--- src/rtl/irafmt_pkg.sv ---
// shared types, codes and the digit table of the integer to ascii formatter
`default_nettype none
package irafmt_pkg;

    localparam int MAX_WIDTH_DEF = 64;
    localparam int VALUE_W       = 64;
    localparam int WIDTH_W       = 7;
    localparam int CHAR_W        = 7;
    localparam int NUM_DIGITS    = 22;
    localparam int DIG_CNT_W     = 5;
    localparam int BCD_DIGITS    = 20;
    localparam int ITER_W        = 6;
    localparam int QUEUE_DEPTH   = 2;

    localparam logic [1:0] CONV_OCT = 2'd0;
    localparam logic [1:0] CONV_SDEC = 2'd1;
    localparam logic [1:0] CONV_UDEC = 2'd2;
    localparam logic [1:0] CONV_HEX = 2'd3;

    localparam logic [CHAR_W-1:0] CH_MINUS = 7'h2D;
    localparam logic [CHAR_W-1:0] CH_SPACE = 7'h20;
    localparam logic [CHAR_W-1:0] CH_ZERO  = 7'h30;

    typedef logic [NUM_DIGITS-1:0][3:0] digits_t;

    typedef struct packed {
        logic                 neg;
        logic                 zpad;
        logic [WIDTH_W-1:0]   pad_cnt;
        logic [DIG_CNT_W-1:0] dig_cnt;
        digits_t              digits;
    } q_entry_t;

    typedef enum logic [1:0] {
        F_IDLE,
        F_CONV,
        F_PUSH
    } front_state_t;

    typedef enum logic {
        B_IDLE,
        B_RUN
    } back_state_t;

    function automatic logic [CHAR_W-1:0] hex_char(input logic [3:0] d);
        logic [CHAR_W-1:0] c;
        case (d)
            4'h0: c = 7'h30;
            4'h1: c = 7'h31;
            4'h2: c = 7'h32;
            4'h3: c = 7'h33;
            4'h4: c = 7'h34;
            4'h5: c = 7'h35;
            4'h6: c = 7'h36;
            4'h7: c = 7'h37;
            4'h8: c = 7'h38;
            4'h9: c = 7'h39;
            4'hA: c = 7'h41;
            4'hB: c = 7'h42;
            4'hC: c = 7'h43;
            4'hD: c = 7'h44;
            4'hE: c = 7'h45;
            4'hF: c = 7'h46;
            default: c = 7'h30;
        endcase
        return c;
    endfunction

endpackage
`default_nettype wire

--- src/rtl/irafmt_front.sv ---
// front end: takes a number, splits it into digits and works out sign and padding
`default_nettype none
module irafmt_front #(
    parameter int MAX_WIDTH = irafmt_pkg::MAX_WIDTH_DEF
) (
    input  wire logic                         clk,
    input  wire logic                         rst_n,
    input  wire logic                         in_valid,
    output logic                              in_ready,
    input  wire logic [irafmt_pkg::VALUE_W-1:0] in_value,
    input  wire logic [1:0]                   in_conv,
    input  wire logic [irafmt_pkg::WIDTH_W-1:0] in_width,
    input  wire logic                         in_zpad,
    output logic                              push,
    output irafmt_pkg::q_entry_t              push_entry,
    input  wire logic                         q_full
);
    import irafmt_pkg::*;

    localparam logic [WIDTH_W-1:0] MAXW = WIDTH_W'(MAX_WIDTH);

    front_state_t         state_reg, state_next;
    logic [VALUE_W-1:0]   mag_reg, mag_next;
    digits_t              dig_reg, dig_next;
    logic                 neg_reg, neg_next;
    logic                 zpad_reg, zpad_next;
    logic [WIDTH_W-1:0]   w_reg, w_next;
    logic [ITER_W-1:0]    iter_reg, iter_next;

    logic                 accept;
    logic                 in_neg;
    logic [VALUE_W-1:0]   in_mag;
    logic [VALUE_W+1:0]   oct_src;
    digits_t              direct_digits;
    logic [BCD_DIGITS*4-1:0] bcd_adj;
    logic [DIG_CNT_W-1:0] cnt;
    logic [WIDTH_W-1:0]   w_eff;

    assign accept = in_valid && in_ready;
    assign in_neg = (in_conv == CONV_SDEC) && in_value[VALUE_W-1];
    assign in_mag = in_neg ? (VALUE_W'(0) - in_value) : in_value;
    assign oct_src = {2'b00, in_mag};

    always_comb
    begin
        direct_digits = '0;
        if (in_conv == CONV_HEX)
        begin
            for (int i = 0; i < 16; i++)
                direct_digits[i] = in_mag[4*i +: 4];
        end
        else
        begin
            for (int i = 0; i < NUM_DIGITS; i++)
                direct_digits[i] = {1'b0, oct_src[3*i +: 3]};
        end
    end

    // add-3 adjust of every bcd digit before the shift
    always_comb
    begin
        for (int i = 0; i < BCD_DIGITS; i++)
            bcd_adj[4*i +: 4] = (dig_reg[i] >= 4'd5) ? (dig_reg[i] + 4'd3) : dig_reg[i];
    end

    always_comb
    begin
        cnt = DIG_CNT_W'(1);
        for (int i = 1; i < NUM_DIGITS; i++)
            if (dig_reg[i] != 4'd0)
                cnt = DIG_CNT_W'(i + 1);
    end

    assign w_eff = (neg_reg && (w_reg != '0)) ? (w_reg - WIDTH_W'(1)) : w_reg;

    // next state
    always_comb
    begin
        state_next = state_reg;
        case (state_reg)
            F_IDLE:
            begin
                if (in_valid)
                    state_next = ((in_conv == CONV_SDEC) || (in_conv == CONV_UDEC))
                                 ? F_CONV : F_PUSH;
            end
            F_CONV:
            begin
                if (iter_reg == '0)
                    state_next = F_PUSH;
            end
            F_PUSH:
            begin
                if (!q_full)
                    state_next = F_IDLE;
            end
            default: state_next = F_IDLE;
        endcase
    end

    // outputs and datapath
    always_comb
    begin
        in_ready   = (state_reg == F_IDLE);
        push       = (state_reg == F_PUSH) && !q_full;
        mag_next   = mag_reg;
        dig_next   = dig_reg;
        neg_next   = neg_reg;
        zpad_next  = zpad_reg;
        w_next     = w_reg;
        iter_next  = iter_reg;

        push_entry.neg     = neg_reg;
        push_entry.zpad    = zpad_reg;
        push_entry.dig_cnt = cnt;
        push_entry.digits  = dig_reg;
        push_entry.pad_cnt = (w_eff > WIDTH_W'(cnt)) ? (w_eff - WIDTH_W'(cnt)) : '0;

        case (state_reg)
            F_IDLE:
            begin
                if (accept)
                begin
                    mag_next  = in_mag;
                    neg_next  = in_neg;
                    zpad_next = in_zpad;
                    w_next    = (in_width > MAXW) ? MAXW : in_width;
                    iter_next = '1;
                    if ((in_conv == CONV_SDEC) || (in_conv == CONV_UDEC))
                        dig_next = '0;
                    else
                        dig_next = direct_digits;
                end
            end
            F_CONV:
            begin
                dig_next = {8'b0, bcd_adj[BCD_DIGITS*4-2:0], mag_reg[VALUE_W-1]};
                mag_next = {mag_reg[VALUE_W-2:0], 1'b0};
                iter_next = iter_reg - ITER_W'(1);
            end
            default:
            begin
            end
        endcase
    end

    always_ff @(posedge clk or negedge rst_n)
    begin
        if (!rst_n)
            state_reg <= F_IDLE;
        else
            state_reg <= state_next;
    end

    always_ff @(posedge clk)
    begin
        mag_reg  <= mag_next;
        dig_reg  <= dig_next;
        neg_reg  <= neg_next;
        zpad_reg <= zpad_next;
        w_reg    <= w_next;
        iter_reg <= iter_next;
    end

endmodule
`default_nettype wire

--- src/rtl/irafmt_queue.sv ---
// two-entry queue of converted numbers between front and back end
`default_nettype none
module irafmt_queue (
    input  wire logic          clk,
    input  wire logic          rst_n,
    input  wire logic          push,
    input  wire irafmt_pkg::q_entry_t push_entry,
    output logic               full,
    input  wire logic          pop,
    output irafmt_pkg::q_entry_t head,
    output logic               empty
);
    import irafmt_pkg::*;

    localparam int PTR_W = $clog2(QUEUE_DEPTH);

    q_entry_t             mem_reg [QUEUE_DEPTH];
    logic [PTR_W-1:0]     wr_ptr_reg, wr_ptr_next;
    logic [PTR_W-1:0]     rd_ptr_reg, rd_ptr_next;
    logic [PTR_W:0]       count_reg, count_next;

    assign full  = (count_reg == (PTR_W+1)'(QUEUE_DEPTH));
    assign empty = (count_reg == '0);
    assign head  = mem_reg[rd_ptr_reg];

    always_comb
    begin
        wr_ptr_next = push ? (wr_ptr_reg + PTR_W'(1)) : wr_ptr_reg;
        rd_ptr_next = pop ? (rd_ptr_reg + PTR_W'(1)) : rd_ptr_reg;
        count_next  = count_reg;
        if (push && !pop)
            count_next = count_reg + (PTR_W+1)'(1);
        else if (pop && !push)
            count_next = count_reg - (PTR_W+1)'(1);
    end

    always_ff @(posedge clk or negedge rst_n)
    begin
        if (!rst_n)
        begin
            wr_ptr_reg <= '0;
            rd_ptr_reg <= '0;
            count_reg  <= '0;
        end
        else
        begin
            wr_ptr_reg <= wr_ptr_next;
            rd_ptr_reg <= rd_ptr_next;
            count_reg  <= count_next;
        end
    end

    always_ff @(posedge clk)
    begin
        if (push)
            mem_reg[wr_ptr_reg] <= push_entry;
    end

endmodule
`default_nettype wire

--- src/rtl/irafmt_back.sv ---
// back end: emits sign, padding and digits one character per beat
`default_nettype none
module irafmt_back (
    input  wire logic          clk,
    input  wire logic          rst_n,
    input  wire irafmt_pkg::q_entry_t head,
    input  wire logic          empty,
    output logic               pop,
    output logic               out_valid,
    input  wire logic          out_ready,
    output logic [irafmt_pkg::CHAR_W-1:0] out_char,
    output logic               out_last
);
    import irafmt_pkg::*;

    back_state_t          state_reg, state_next;
    logic                 neg_reg, neg_next;
    logic                 zpad_reg, zpad_next;
    logic [WIDTH_W-1:0]   pad_reg, pad_next;
    logic [DIG_CNT_W-1:0] cnt_reg, cnt_next;
    digits_t              dig_reg, dig_next;
    logic                 valid_reg, valid_next;
    logic [CHAR_W-1:0]    char_reg, char_next;
    logic                 last_reg, last_next;

    logic                 step;
    logic                 final_digit;
    logic [DIG_CNT_W-1:0] idx;

    assign step        = (state_reg == B_RUN) && (!valid_reg || out_ready);
    assign idx         = cnt_reg - DIG_CNT_W'(1);
    assign final_digit = !neg_reg && (pad_reg == '0) && (cnt_reg == DIG_CNT_W'(1));

    assign out_valid = valid_reg;
    assign out_char  = char_reg;
    assign out_last  = last_reg;

    // next state
    always_comb
    begin
        state_next = state_reg;
        case (state_reg)
            B_IDLE:
            begin
                if (!empty)
                    state_next = B_RUN;
            end
            B_RUN:
            begin
                if (step && final_digit)
                    state_next = B_IDLE;
            end
            default: state_next = B_IDLE;
        endcase
    end

    // outputs and datapath
    always_comb
    begin
        pop        = (state_reg == B_IDLE) && !empty;
        neg_next   = neg_reg;
        zpad_next  = zpad_reg;
        pad_next   = pad_reg;
        cnt_next   = cnt_reg;
        dig_next   = dig_reg;
        valid_next = valid_reg && !out_ready;
        char_next  = char_reg;
        last_next  = last_reg;
        case (state_reg)
            B_IDLE:
            begin
                if (!empty)
                begin
                    neg_next  = head.neg;
                    zpad_next = head.zpad;
                    pad_next  = head.pad_cnt;
                    cnt_next  = head.dig_cnt;
                    dig_next  = head.digits;
                end
            end
            B_RUN:
            begin
                if (step)
                begin
                    valid_next = 1'b1;
                    last_next  = final_digit;
                    if (neg_reg)
                    begin
                        char_next = CH_MINUS;
                        neg_next  = 1'b0;
                    end
                    else if (pad_reg != '0)
                    begin
                        char_next = zpad_reg ? CH_ZERO : CH_SPACE;
                        pad_next  = pad_reg - WIDTH_W'(1);
                    end
                    else
                    begin
                        char_next = hex_char(dig_reg[idx]);
                        cnt_next  = idx;
                    end
                end
            end
            default:
            begin
            end
        endcase
    end

    always_ff @(posedge clk or negedge rst_n)
    begin
        if (!rst_n)
        begin
            state_reg <= B_IDLE;
            valid_reg <= 1'b0;
        end
        else
        begin
            state_reg <= state_next;
            valid_reg <= valid_next;
        end
    end

    always_ff @(posedge clk)
    begin
        neg_reg  <= neg_next;
        zpad_reg <= zpad_next;
        pad_reg  <= pad_next;
        cnt_reg  <= cnt_next;
        dig_reg  <= dig_next;
        char_reg <= char_next;
        last_reg <= last_next;
    end

endmodule
`default_nettype wire

--- src/rtl/integer_to_radix_ascii_formatter_unit.sv ---
// Integer to ASCII formatter (octal, signed/unsigned decimal, uppercase hex).
// Input stream: one beat per number: value, minimum field width and pad
// flag in s_tdata, conversion kind in s_tuser. Output stream: one beat per
// character, most significant first, with m_tlast on the final character.
// A negative signed value gives a leading '-' that counts toward the width;
// pad characters (space or '0') go between the sign and the digits.
// The front end takes a number and converts it: octal and hex split directly,
// decimal runs a shift-and-add-3 loop over the value bits, most significant
// first. The result goes into a two-entry queue, and the back end emits one
// character per cycle from it while the receiver is ready.
// The front end takes no new number while it converts or pushes one, but it
// can take the next number while the back end is still emitting the last.
// When the receiver stalls, the back end holds its character and the queue
// fills; the front end then stops taking beats until a slot frees up.
// Reset clears the queue and both control machines; no stream is open.
`default_nettype none
module integer_to_radix_ascii_formatter_unit #(
    parameter int MAX_WIDTH = irafmt_pkg::MAX_WIDTH_DEF
) (
    input  wire logic        clk,
    input  wire logic        rst_n,
    input  wire logic        s_tvalid,
    output logic             s_tready,
    input  wire logic [71:0] s_tdata,   // value[63:0], width[70:64], zero_pad[71]
    input  wire logic [1:0]  s_tuser,   // conversion[1:0]
    output logic             m_tvalid,
    input  wire logic        m_tready,
    output logic [7:0]       m_tdata,   // character[6:0], zero[7]
    output logic             m_tlast
);
    import irafmt_pkg::*;

    logic        push;
    q_entry_t    push_entry;
    logic        q_full;
    logic        pop;
    q_entry_t    head;
    logic        q_empty;
    logic [CHAR_W-1:0] out_char;

    irafmt_front #(
        .MAX_WIDTH (MAX_WIDTH)
    ) u_front (
        .clk        (clk),
        .rst_n      (rst_n),
        .in_valid   (s_tvalid),
        .in_ready   (s_tready),
        .in_value   (s_tdata[63:0]),
        .in_conv    (s_tuser),
        .in_width   (s_tdata[70:64]),
        .in_zpad    (s_tdata[71]),
        .push       (push),
        .push_entry (push_entry),
        .q_full     (q_full)
    );

    irafmt_queue u_queue (
        .clk        (clk),
        .rst_n      (rst_n),
        .push       (push),
        .push_entry (push_entry),
        .full       (q_full),
        .pop        (pop),
        .head       (head),
        .empty      (q_empty)
    );

    irafmt_back u_back (
        .clk       (clk),
        .rst_n     (rst_n),
        .head      (head),
        .empty     (q_empty),
        .pop       (pop),
        .out_valid (m_tvalid),
        .out_ready (m_tready),
        .out_char  (out_char),
        .out_last  (m_tlast)
    );

    assign m_tdata = {1'b0, out_char};

endmodule
`default_nettype wire

--- config.mk ---
export PLATFORM = sky130hd
export DESIGN_NAME = integer_to_radix_ascii_formatter_unit
export DESIGN_NICKNAME = d
export VERILOG_FILES = /design/src/rtl/irafmt_pkg.sv /design/src/rtl/irafmt_front.sv /design/src/rtl/irafmt_queue.sv /design/src/rtl/irafmt_back.sv /design/src/rtl/integer_to_radix_ascii_formatter_unit.sv
export SDC_FILE = /design/constraint.sdc
export NUM_CORES = 1
export LEC_CHECK = 0
export BUFFER_PORTS_ARGS = -buffer_cell sky130_fd_sc_hd__buf_2
export CAP_MARGIN = 20
export CORE_MARGIN = 5
export CORE_UTILIZATION = 60
export CTS_BUF_LIST = sky130_fd_sc_hd__clkbuf_4 sky130_fd_sc_hd__clkbuf_8 sky130_fd_sc_hd__clkbuf_16
export DETAILED_ROUTE_END_ITERATION = 10
export GPL_ROUTABILITY_DRIVEN = 0
export PLACE_DENSITY = 0.79
export SLEW_MARGIN = 20
export SYNTH_ARGS = -nofsm -noshare
export SYNTH_HDL_FRONTEND = slang
export SYNTH_SLANG_ARGS = --single-unit
--- constraint.sdc ---
create_clock -name clk -period 9.25 [get_ports clk]
set_input_delay 1.85 -clock clk [delete_from_list [all_inputs] [get_ports clk]]
set_output_delay 1.85 -clock clk [all_outputs]
set_load 0.1 [all_outputs]
==> impl_metrics.toml, run 1 <==
[placement]
placed_area_um2 = 23710
portBuffers = 87
place_hpwl_um = 32910
pre_cts_ws_ns = 4.162

[flow_run]
drv_cap = 0

[power_and_ir_drop]
powerDensity_nw_per_um2 = 296.1
power.leakage_nw = 8.822
clkPwrFrac_pct = 23.6
switching_share_pct = 33.26
power_frac_seq_pct = 50.0
internal_power_mw = 4.966
p_comb_share_pct = 26.4
switchingPower_mw = 2.475
peakVddDrop_mv = 0.2280

[min_path]
min_from = "u_front.zpad_reg"
hold_path_class = "flop to flop"

[synth]
synth_cell_type_count = 73
synthArstFlopShare_pct = 1.691
ys_seq_area_share_pct = 62.06
synth_edf_count = 465
synth.avg_cell_area_um2 = 12.82
yosys_warnings = 0
synth_area_um2 = 22820
syn_nets = 1924
ys_seq_elements = 473
syn_inst = 1780
ys.flop_type = "edfxtp_1"

[worst_setup_path]
worstPathArrival_ns = 4.85
r2r_start = "u_front.push_entry[20]"
critical_path.slowest_cell = "and4_1"
cp-start-kind = "input pin"
worstSetupEndpointType = "flop"
required_ns = 9.53
crit_type = "input pin to flop"
crit_path_start = "s_tdata[4]"
cpPeakStageDelay_ns = 0.61
cp_cell_sequence = "buf_2 > or3_1 > nor4_1 > and4_1 > nand3_1 > o41ai_1 > xor2_1 > o221ai_1"
crit_fanout = 12

[sta]
tightest_slew_ns = 1.002
max_freq_ghz = 0.2187
finalWorstSetupSlack_ns = 4.678
hold_viol = 0
fin_tns_setup_ns = 0
rsz0062_at_grt = "no"
relSlewSlack_pct = 33.13
drv_slew = 0
fin_skew_ns = 0.009849
finalCritPeriodShare_pct = 49.42
setup_viol_count_final = 0
whs_ns = 0.4579
min_period_ns = 4.572

[layout]
nets = 1997
layout-drive-gt1-share_pct = 15.67
largest_register_ffs = 196
final_common_cell = "edfxtp_1"
stdcell_area_um2 = 25140
area_growth_pct = 10.13
diodes = 0
fin_util_pct = 66.89
layout_common_cells = "edfxtp_1 (465), nor2_1 (154), a21oi_1 (144), nand2_1 (92), mux2_2 (88)"

[routing]
wl_per_cell_um = 20.64
wl_um = 49530
drt_iter0_markers = 1435
via_per_inst = 6.170
drc_errors = 0
ant_nets = 0
vias = 14808
dr.pass1.iters = 6

[global_route]
grt_max_degree = 88
grt_usage_pct = 23.44
grt_pass1_wl_um = 77650
grt-ovfl-total = 0
grt_pass1_vias = 14471
antenna_found_initial = 0

[die]
die_w_um = 205.0
die_area_um2 = 42040
num_rows = 71
fp.coreArea_um2 = 37580
die_y_um = 205.0
initial_core_util_pct = 60.74
pin_count = 89

[clocking]
postCtsSetupBuffers = 0
clockBufferDepth = 3
root_buffer = "clkbuf_16"
clkLatencyLatePin_ns = 0.55
hold_buffers = 0
numCtsBuffers = 46
cts_tree = "yes"
cts_resized = 0
h-tree-depth = 2
clkTransAtPathRegs_ns = 0.06
cts.sinks = 473

[outcome]
status = "finished clean"
final timing paths:
kind                                                end  slack, ns  depth (start not counted)
worst max-delay path             u_front.push_entry[57]       4.68                          8
worst max register to register   u_queue.mem_reg[1][96]       4.87                         17
max in group asynchronous            u_queue.rd_ptr_reg       7.93                          1
worst min register to register  u_queue.mem_reg[1][100]       0.46                          0
worst min-delay path            u_queue.mem_reg[1][100]       0.46                          0
min in group asynchronous              u_back.state_reg       1.13                          1
metal layers:
| metal | wire, um | up-vias | GRT usage, % |
|---|---|---|---|
| li1 | - | 6844 | - |
| met1 | 21320 | 7207 | 33.76 |
| met2 | 23230 | 678 | 37.10 |
| met3 | 3819 | 79 | 4.005 |
| met4 | 1164 | 0 | 7.177 |
| met5 | 0 | - | 0 |
power groups by stage:
stage | Sequential, mW | Clock (mW) | Combinational [mW]
floorplan | 3.63 | 0 | 1.46
global placement | 3.69 | 0 | 1.84
detailed placement | 3.74 | 0 | 1.91
CTS | 3.70 | 1.78 | 1.94
global route | 3.78 | 1.87 | 2.18
finish | 3.72 | 1.76 | 1.96
area by class of cell:
class,instances,area (um2)
inverters,76,286.5
fillers,2595,12440
repair buffers,102,551.8
clock inverters,25,148.9
multi-input cells,1154,8075
flip-flops and latches,473,14170
well taps,511,639.4
clock buffers,59,1266
metrics by stage:
step / std cells / power [mW]
after floorplan: 1780 / 5.082
after global placement: 2316 / 5.531
after detailed placement: 2316 / 5.653
after CTS: 2400 / 7.423
after global routing: 2400 / 7.828
final: 2400 / 7.442
Yosys cell counts, types with 24 or more instances:
cell,n,area share (%)
edfxtp_1,465,61
nor2_1,155,2.5
a21oi_1,144,3.2
nand2_1,92,1.5
mux2_2,88,4.3
inv_1,73,1.2
o21ai_0,68,1.5
xnor2_1,66,2.5
ha_1,65,3.6
clkbuf_1,59,0.97
nor3_1,47,1.0
o22ai_1,42,1.2
xor2_1,36,1.4
nor2b_1,35,0.96
nor3b_1,35,1.2
nand2b_1,28,0.77
a31oi_1,24,0.66
logic make-up after synthesis:
| family | share of synthesized area, % |
|---|---|
| XOR/XNOR | 3.914 |
| adder cells (fa/ha/maj) | 3.651 |
| AND/OR/NAND/NOR | 10.31 |
| multiplexers | 6.935 |
| flip-flops | 62.06 |
| buffers and inverters | 2.747 |
| other | 0.01643 |
| AO/OA/AOI/OAI | 10.37 |
worst max-delay path: cells and delay by family:
family / cells / cell delay [ns]
AND/OR/NAND/NOR: 4 / 1.96
AO/OA/AOI/OAI: 2 / 0.58
XOR/XNOR: 1 / 0.34
buffers and inverters: 1 / 0.11
Power figures use the tool's default switching activity.
==> run 2, diff against run 1 <==
clock period = 4.3 ns   (was 9.25 ns; I/O delays follow)
==> impl_metrics.toml, run 2 (synthesized netlist as in run 1, its figures left out) <==
[worst_setup_path]
ff2ff_path_depth = 17
worstSetupEndpointType = "flop"
reg2reg_slack_ns = 0.21
r2r_start = "u_front.push_entry[20]"
reg2reg_to = "u_queue.mem_reg[0][96]"
cp-start-kind = "flop"
crit_path_start = "u_front.push_entry[20]"
worstPathArrival_ns = 4.39
cpPeakStageDelay_ns = 0.46
cp_cell_sequence = "inv_1 > ha_1 > or3b_2 > nor2_1 > o21ai_0 > a41oi_2 > o21ai_0 > a21oi_2 > o21ba_2 > ha_1 > nor2b_1 > o21ai_1 > a21oi_1 > o21a_1 > nor2_2 > o211a_1 > nor3_1"
required_ns = 4.59
crit_type = "flop to flop"
crit_fanout = 5
critical_path.slowest_cell = "or3b_2"

[min_path]
hold_path_class = "input pin to async pin"

[sta]
max_freq_ghz = 0.2443
relSlewSlack_pct = 30.71
fin_skew_ns = 0.01283
setup_viol_count_final = 0
finalCritPeriodShare_pct = 95.20
min_period_ns = 4.094
whs_ns = 0.1508
tightest_slew_ns = 1.039
hold_viol = 0
drv_slew = 0

[clocking]
clockBufferDepth = 3
numCtsBuffers = 47
cts_resized = 0
hold_buffers = 0
root_buffer = "clkbuf_16"
cts_tree = "yes"
clkLatencyLatePin_ns = 0.55
clkTransAtPathRegs_ns = 0.06
cts.sinks = 473
postCtsSetupBuffers = 0
h-tree-depth = 2

[layout]
layout_common_cells = "edfxtp_1 (465), nor2_1 (153), a21oi_1 (143), nand2_1 (92), mux2_2 (88)"
final_common_cell = "edfxtp_1"
final_cells = 2419
largest_register_ffs = 196
n_fill_cell = 2582
layout-drive-gt1-share_pct = 16.67
area_growth_pct = 11.26
nets = 2018
diodes = 0

[power_and_ir_drop]
switching_share_pct = 33.04
switchingPower_mw = 5.359
internal_power_mw = 10.86
p_comb_share_pct = 27.0
peakVddDrop_mv = 0.4035
power.leakage_nw = 8.963
powerDensity_nw_per_um2 = 638.7
power_frac_seq_pct = 48.9
total_power_mw = 16.22
clkPwrFrac_pct = 24.1

[die]
die_y_um = 205.0
pin_count = 89
num_rows = 71
initial_core_util_pct = 60.74
die_area_um2 = 42040
fp.coreArea_um2 = 37580
die_w_um = 205.0

[routing]
ant_nets = 0
dr.pass1.iters = 6
wl_per_cell_um = 21.01
drc_errors = 0
via_per_inst = 6.173
wl_met3_um = 4104
met2WireLength_um = 24000
wl_um = 50830
vias = 14932
met1_length_um = 21510
drt_iter0_markers = 1477
top_layer_used = "met4"

[global_route]
grt_usage_pct = 24.09
grt_pass1_vias = 14601
grt-ovfl-total = 0
grt_max_degree = 114
antenna_found_initial = 0
grt_pass1_wl_um = 79600

[placement]
portBuffers = 87
place_hpwl_um = 34720
dp.cells = 2336

[outcome]
status = "finished clean"

[flow_run]
drv_cap = 0
==> run 2: cell count changes in the layout (fill, tap and decap cells not counted), sizes merged <==
| cell | delta |
|---|---|
| buf | +20 |
| bufinv | +2 |
| clkinv | -2 |
| clkinvlp | -1 |
==> run 2: layer usage <==
layer | global-route usage, % | vias up
met5 | 0 | -
met4 | 6.531 | 0
met3 | 3.324 | 87
met2 | 38.49 | 627
met1 | 35.29 | 7346
li1 | - | 6872
==> run 2: metrics by stage <==
stage / worst slack [ns] / setup TNS (ns) / util (%) / instance area (um2)
2_1_floorplan: 0.4277 / 0 / - / 22830
3_3_place_gp: 0.2818 / 0 / 63.62 / 23910
3_5_place_dp: 0.1138 / 0 / 63.62 / 23910
4_1_cts: 0.06463 / 0 / 67.48 / 25360
5_1_grt: -0.01598 / -0.04862 / 67.57 / 25390
6_report: 0.2063 / 0 / 67.57 / 25390
==> run 2: final cells by class <==
class	instances	area (um2)	share of cell area, %
Timing Repair Buffer	122	748.2	2.947
Clock buffer	59	1266	4.987
Inverter	76	286.5	1.128
Tap cell	511	639.4	2.518
Clock inverter	24	185.2	0.7293
Sequential cell	473	14170	55.79
Multi-Input combinational cell	1154	8099	31.90
==> run 2: power by group through the flow <==
| stage | sequential, mW | clock [mW] | combinational [mW] |
|---|---|---|---|
| floorplan | 7.69 | 0 | 3.14 |
| detailed placement | 7.98 | 0 | 4.28 |
| CTS | 7.90 | 3.94 | 4.34 |
| global route | 8.07 | 4.15 | 4.85 |
| finish | 7.93 | 3.91 | 4.39 |
| global placement | 7.86 | 0 | 4.11 |
==> run 2: how the worst max path moves through the flow <==
stage,cells after the start,to
global route,17,u_queue.mem_reg[0][97]
detailed placement,17,u_queue.mem_reg[1][95]
global placement,17,u_queue.mem_reg[0][95]
CTS,17,u_queue.mem_reg[0][95]
floorplan,15,u_back.out_char[1]
finish,17,u_queue.mem_reg[0][96]
==> run 2: worst max-delay path: cells and delay by family (launching register included) <==
family	cells	cell delay, ns
AND/OR/NAND/NOR	5	1.01
AO/OA/AOI/OAI	9	1.83
buffers and inverters	1	0.16
adder cells (fa/ha/maj)	2	0.41
flip-flops	1	0.44
